## src/hdl/ppu_pkg.sv

```systemverilog
`timescale 1ns / 1ps
`default_nettype none
// ----------------------------------------------------------------------------
// ppu_pkg
// Types, constants and helpers shared by the particle pool update block.
// ----------------------------------------------------------------------------
package ppu_pkg;

    localparam int NumParticles = 64;
    localparam int SlotW        = 6;
    localparam int CntW         = 7;
    localparam int PosW         = 20;
    localparam int LifeW        = 17;
    localparam int ShadeW       = 7;
    localparam int DtW          = 16;
    localparam int JitW         = 8;
    localparam int AdecW        = 18;
    localparam int ProdW        = PosW + DtW + 1;

    localparam logic [CntW-1:0]  NumCnt   = CntW'(NumParticles);
    localparam logic [CntW-1:0]  LastCnt  = CntW'(NumParticles - 1);
    localparam logic [SlotW-1:0] LastSlot = SlotW'(NumParticles - 1);

    localparam logic [LifeW-1:0] OneQ16 = 17'h10000;

    localparam logic signed [PosW+1:0] SatHi = 22'sd524287;
    localparam logic signed [PosW+1:0] SatLo = -22'sd524288;

    localparam logic CmdSpawn = 1'b0;
    localparam logic CmdTick  = 1'b1;

    localparam logic RegVelX = 1'b0;
    localparam logic RegVelY = 1'b1;

    typedef enum logic [1:0] {
        ST_IDLE,
        ST_SPAWN,
        ST_TICK
    } t_state;

    typedef struct packed {
        logic                   command;
        logic signed [PosW-1:0] emitter_x;
        logic signed [PosW-1:0] emitter_y;
        logic signed [JitW-1:0] jitter;
        logic [ShadeW-1:0]      shade;
        logic [DtW-1:0]         dt;
    } t_item;

    typedef struct packed {
        logic [SlotW-1:0]       slot;
        logic                   live;
        logic signed [PosW-1:0] pos_x;
        logic signed [PosW-1:0] pos_y;
        logic [LifeW-1:0]       alpha;
        logic [ShadeW-1:0]      gray;
        logic                   last;
    } t_result;

    typedef struct packed {
        logic [LifeW-1:0]       life;
        logic [LifeW-1:0]       alpha;
        logic signed [PosW-1:0] x;
        logic signed [PosW-1:0] y;
        logic signed [PosW-1:0] vx;
        logic signed [PosW-1:0] vy;
        logic [ShadeW-1:0]      gray;
    } t_entry;

    typedef struct packed {
        logic             valid;
        logic [SlotW-1:0] slot;
        logic             live;
        logic             last;
        t_entry           entry;
    } t_upd;

    function automatic logic signed [PosW-1:0] sat_pos(input logic signed [PosW+1:0] v);
        logic signed [PosW-1:0] r;
        if (v > SatHi) begin
            r = SatHi[PosW-1:0];
        end else if (v < SatLo) begin
            r = SatLo[PosW-1:0];
        end else begin
            r = v[PosW-1:0];
        end
        return r;
    endfunction

endpackage
`default_nettype wire

```

## src/hdl/ppu_tick.sv

```systemverilog
`timescale 1ns / 1ps
`default_nettype none
// ----------------------------------------------------------------------------
// ppu_tick
// Per-slot aging datapath: life decrement and velocity products registered,
// then rounding, position move, alpha decay and saturation.
// ----------------------------------------------------------------------------
module ppu_tick (
    input  wire logic                      i_clk,
    input  wire logic                      i_rst_n,
    input  wire logic                      i_valid,
    input  wire logic [ppu_pkg::SlotW-1:0] i_slot,
    input  wire logic                      i_last,
    input  wire ppu_pkg::t_entry           i_entry,
    input  wire logic [ppu_pkg::DtW-1:0]   i_dt,
    output ppu_pkg::t_upd                  o_upd
);

    logic [ppu_pkg::LifeW-1:0]        n_life;
    logic [ppu_pkg::AdecW:0]          n_adec_sum;
    ppu_pkg::t_entry                  n_entry;

    logic                             r_valid;
    logic [ppu_pkg::SlotW-1:0]        r_slot;
    logic                             r_last;
    logic                             r_live;
    ppu_pkg::t_entry                  r_entry;
    logic signed [ppu_pkg::ProdW-1:0] r_prod_x;
    logic signed [ppu_pkg::ProdW-1:0] r_prod_y;
    logic [ppu_pkg::AdecW-1:0]        r_adec;

    logic signed [ppu_pkg::ProdW:0]   rnd_x;
    logic signed [ppu_pkg::ProdW:0]   rnd_y;
    logic signed [ppu_pkg::PosW+1:0]  dx;
    logic signed [ppu_pkg::PosW+1:0]  dy;
    logic signed [ppu_pkg::PosW+1:0]  mv_x;
    logic signed [ppu_pkg::PosW+1:0]  mv_y;
    logic [ppu_pkg::LifeW-1:0]        alpha_new;
    ppu_pkg::t_entry                  upd_entry;

    assign n_life = (i_entry.life > ppu_pkg::LifeW'(i_dt))
                  ? i_entry.life - ppu_pkg::LifeW'(i_dt) : '0;
    // 2.5*dt rounded half up
    assign n_adec_sum = ({3'b000, i_dt} << 2) + ppu_pkg::AdecW'(i_dt) + 19'd1;

    always_comb begin
        n_entry      = i_entry;
        n_entry.life = n_life;
    end

    always_ff @(posedge i_clk) begin
        if (!i_rst_n) begin
            r_valid <= 1'b0;
        end else begin
            r_valid <= i_valid;
        end
    end

    always_ff @(posedge i_clk) begin
        if (i_valid) begin
            r_slot     <= i_slot;
            r_last     <= i_last;
            r_live     <= (n_life != '0);
            r_entry    <= n_entry;
            r_prod_x   <= i_entry.vx * $signed({1'b0, i_dt});
            r_prod_y   <= i_entry.vy * $signed({1'b0, i_dt});
            r_adec     <= n_adec_sum[ppu_pkg::AdecW:1];
        end
    end

    assign rnd_x = {r_prod_x[ppu_pkg::ProdW-1], r_prod_x} + 38'sd32768;
    assign rnd_y = {r_prod_y[ppu_pkg::ProdW-1], r_prod_y} + 38'sd32768;
    assign dx    = rnd_x[ppu_pkg::ProdW:16];
    assign dy    = rnd_y[ppu_pkg::ProdW:16];
    assign mv_x  = {{2{r_entry.x[ppu_pkg::PosW-1]}}, r_entry.x} - dx;
    assign mv_y  = {{2{r_entry.y[ppu_pkg::PosW-1]}}, r_entry.y} - dy;

    assign alpha_new = ({1'b0, r_entry.alpha} > r_adec)
                     ? ppu_pkg::LifeW'({1'b0, r_entry.alpha} - r_adec) : '0;

    always_comb begin
        upd_entry = r_entry;
        if (r_live) begin
            upd_entry.x     = ppu_pkg::sat_pos(mv_x);
            upd_entry.y     = ppu_pkg::sat_pos(mv_y);
            upd_entry.alpha = alpha_new;
        end
    end

    assign o_upd.valid = r_valid;
    assign o_upd.slot  = r_slot;
    assign o_upd.live  = r_live;
    assign o_upd.last  = r_last;
    assign o_upd.entry = upd_entry;

endmodule
`default_nettype wire
```

## config.mk

```make
export PLATFORM = sky130hd
export DESIGN_NAME = ppu_tick
export DESIGN_NICKNAME = d
export VERILOG_FILES = /design/src/hdl/ppu_pkg.sv /design/src/hdl/ppu_tick.sv
export SDC_FILE = /design/constraint.sdc
export NUM_CORES = 2
export LEC_CHECK = 0
export BUFFER_PORTS_ARGS = -buffer_cell sky130_fd_sc_hd__buf_2
export CAP_MARGIN = 10
export CORE_ASPECT_RATIO = 1.1
export CORE_MARGIN = 2
export CORE_UTILIZATION = 50
export CTS_BUF_LIST = sky130_fd_sc_hd__clkbuf_2
export DETAILED_ROUTE_END_ITERATION = 7
export PLACE_DENSITY_LB_ADDON = 0.12
export RECOVER_POWER = 25
export SLEW_MARGIN = 20
export SYNTH_ARGS = -nofsm -noshare
export SYNTH_HDL_FRONTEND = slang
export SYNTH_SLANG_ARGS = --single-unit
```

## constraint.sdc

```tcl
create_clock -name i_clk -period 8.6 [get_ports i_clk]
set_input_delay 2.58 -clock i_clk [delete_from_list [all_inputs] [get_ports i_clk]]
set_output_delay 2.58 -clock i_clk [all_outputs]
set_load 0.05 [all_outputs]
```

==> reports/results.ini <==
[floorplan]
core-area_um2=70320
dieArea_um2=73090
die_x_um=258.0
initial_core_util_pct=50.44
rows=102
ioPinCount=277
die_y_um=283.4

[worst_setup_path]
crit_start=r_prod_y[18]$_DFFE_PP_
worstSetupEndpointType=output pin
slowest_stage=edfxtp_1
worstSetupPathType=register to output pin
cp_max_fo=27
path_cells=and3_1, and2_1, and4_2, nand2_1, xor2_1, ha_1, a21o_1, a211oi_1, nand3_1, o21ai_2, o2111ai_1, and2_1, and4bb_1, a211oi_4, buf_6, o21ai_2, o211ai_1, buf_2
startpoint_type=register
cp.arrival_ns=5.64
crit_required_ns=6.02
cpPeakStageDelay_ns=0.51

[cts]
cts.sinks=192
cts_tree=built
cts_buffer_depth=2
cts_made_buffers=17
htreeDepth=4
cts_root_buf=clkbuf_2
path_clk_slew_ns=0.33

[synth]
synthesis.area_um2=35470
ys_seq_area_share_pct=16.23
synthArstFlopShare_pct=0
yosysTopAreaCellShare_pct=36.23
synth-seq-cells=192
ys_types=79
ys_warn_count=0
synth-edff-count=191
syn-num-nets=4809
yosys-top-cells-area=fa_1 (36%), edfxtp_1 (16%), ha_1 (9.7%)
synth_ff_type=edfxtp_1
synth_top_area_cell=fa_1
syn_area_per_cell_um2=9.469
postSynthCellCount=3746

[sta]
drv_slew=82
min_period_ns=8.217
hold_violations=0
setup_viol=0
max_freq_mhz=121.7
worst_pin_slew_ns=4.940
min_period_over_period_pct=95.55
slew_headroom_pct=-229.4

[flow_run]
drv_cap=1

[global_routing]
grt_max_degree=112
grt_pass1_wl_um=138500
grt_overflow=0
grtUsageTotal_pct=23.98
grt_pass1_vias=27410
grt_antenna_before_repair=5

[run_status]
violations=capacitance limit, slew limit
status=finished, violations left

[routing]
drc=0
drtIter0Drc=1337
wire_per_inst_um=16.41
postRouteWirelength_um=82910
vias=25870
final_antenna_net_count=0
dr.pass1.iters=5
vias_per_cell=5.122

[hold_path]
hold_class=primary input to register
holdPathStages=1
min_from=i_entry[64]

[cells_and_area]
finish.utilization_pct=55.87
drive_gt1_share_pct=14.16
num-nets-final=5160
area_delta_synth_final_pct=10.77

[placed_design]
place_hpwl_um=70190
io_buffers=276
place_congestion=0.8618

worst max-delay path: cells and delay by family (launching register included):
kind,cells,cell delay (ns)
adder cells (fa/ha/maj),1,0.33
AND/OR/NAND/NOR,7,1.39
AO/OA/AOI/OAI,7,1.52
XOR/XNOR,1,0.20
buffers and inverters,2,0.54
flip-flops,1,0.51
area by class of cell:
class / instances / area, um2
fill: 6508 / 31030
sequential: 192 / 5756
multi-input combinational: 2498 / 25510
timing repair buffer: 526 / 3348
clock buffer: 17 / 85.08
tap: 936 / 1171
antenna: 5 / 12.51
clock inverter: 15 / 175.2
inverter: 862 / 3236
through the flow:
step                      instances  setup TNS, ns  area, um2  hold WS (ns)  setup slack [ns]
after detailed placement       5010         -3.423      39040         2.758           -0.3173
after floorplan                3746              0      35480         2.679           0.01008
after CTS                      5042              0      39300         1.433           0.02601
after global routing           5051       -0.03535      39290         1.484          -0.01083
after global placement         5010         -2.358      39040         2.757           -0.2588
final                          5051              0      39290         1.590            0.3828
flip-flops by register name, summed over array words and instances, names as in the netlist:
register	cells
o_upd	64
r_entry	57
r_prod_x	22
r_prod_y	22
r_adec	18
r_slot	6
r_last	1
r_live	1
r_valid	1
repair_timing:
action	4_1_cts	5_1_grt
hold buffers	0	0
gates cloned	0	0
pin swaps	0	1
resized for setup	1	9
buffers inserted	0	4
setup endpoints to repair	6	38
logic make-up after synthesis:
family / count (synthesis) / share of synthesized area (%)
XOR/XNOR: 163 / 4.078
AO/OA/AOI/OAI: 395 / 7.880
AND/OR/NAND/NOR: 1023 / 13.93
buffers and inverters: 1056 / 11.96
flip-flops: 192 / 16.23
multiplexers: 1 / 0.03174
adder cells (fa/ha/maj): 916 / 45.90
Yosys cell counts, types with 12 or more instances:
| library cell | instances |
|---|---|
| nor2b_1 | 29 |
| and3_1 | 17 |
| o221ai_1 | 13 |
| nand4_1 | 24 |
| xor2_1 | 61 |
| ha_1 | 274 |
| nor3_1 | 33 |
| edfxtp_1 | 191 |
| o221a_2 | 18 |
| o211ai_1 | 15 |
| and2_1 | 256 |
| clkbuf_1 | 116 |
| o21a_1 | 24 |
| a21oi_1 | 102 |
| fa_1 | 642 |
| xnor2_1 | 101 |
| buf_4 | 72 |
| nand2_1 | 454 |
| o21ai_0 | 61 |
| nand3_1 | 45 |
| a31oi_1 | 12 |
| nor2_1 | 113 |
| nand2b_1 | 12 |
| inv_1 | 862 |
| a211oi_1 | 17 |
| a21o_1 | 42 |
| o22ai_1 | 15 |
cells in the final DEF, fill, tap and decap left out, drive strengths merged, types with 102 or more instances in the layout:
cell type,n
inv,868
edfxtp,191
nor2,113
ha,274
xnor2,102
a21oi,105
and2,256
buf,482
nand2,454
fa,642
layer usage:
| layer | track usage [%] | vias up | part of all wire (%) |
|---|---|---|---|
| li1 | - | 12210 | - |
| met1 | 31.67 | 13080 | 43 |
| met2 | 41.64 | 487 | 51 |
| met3 | 2.344 | 89 | 3.7 |
| met4 | 7.428 | 0 | 2.3 |
| met5 | 0 | - | 0 |
path summary, 6_finish.rpt:
| path | slack [ns] | end |
|---|---|---|
| hold / removal | 1.59 | r_entry[64]$_DFFE_PP_ |
| setup / recovery | 0.38 | o_upd[53] |
Power is not shown: default switching activity piles up to over one toggle a cycle in this logic, so the estimate is an artifact.
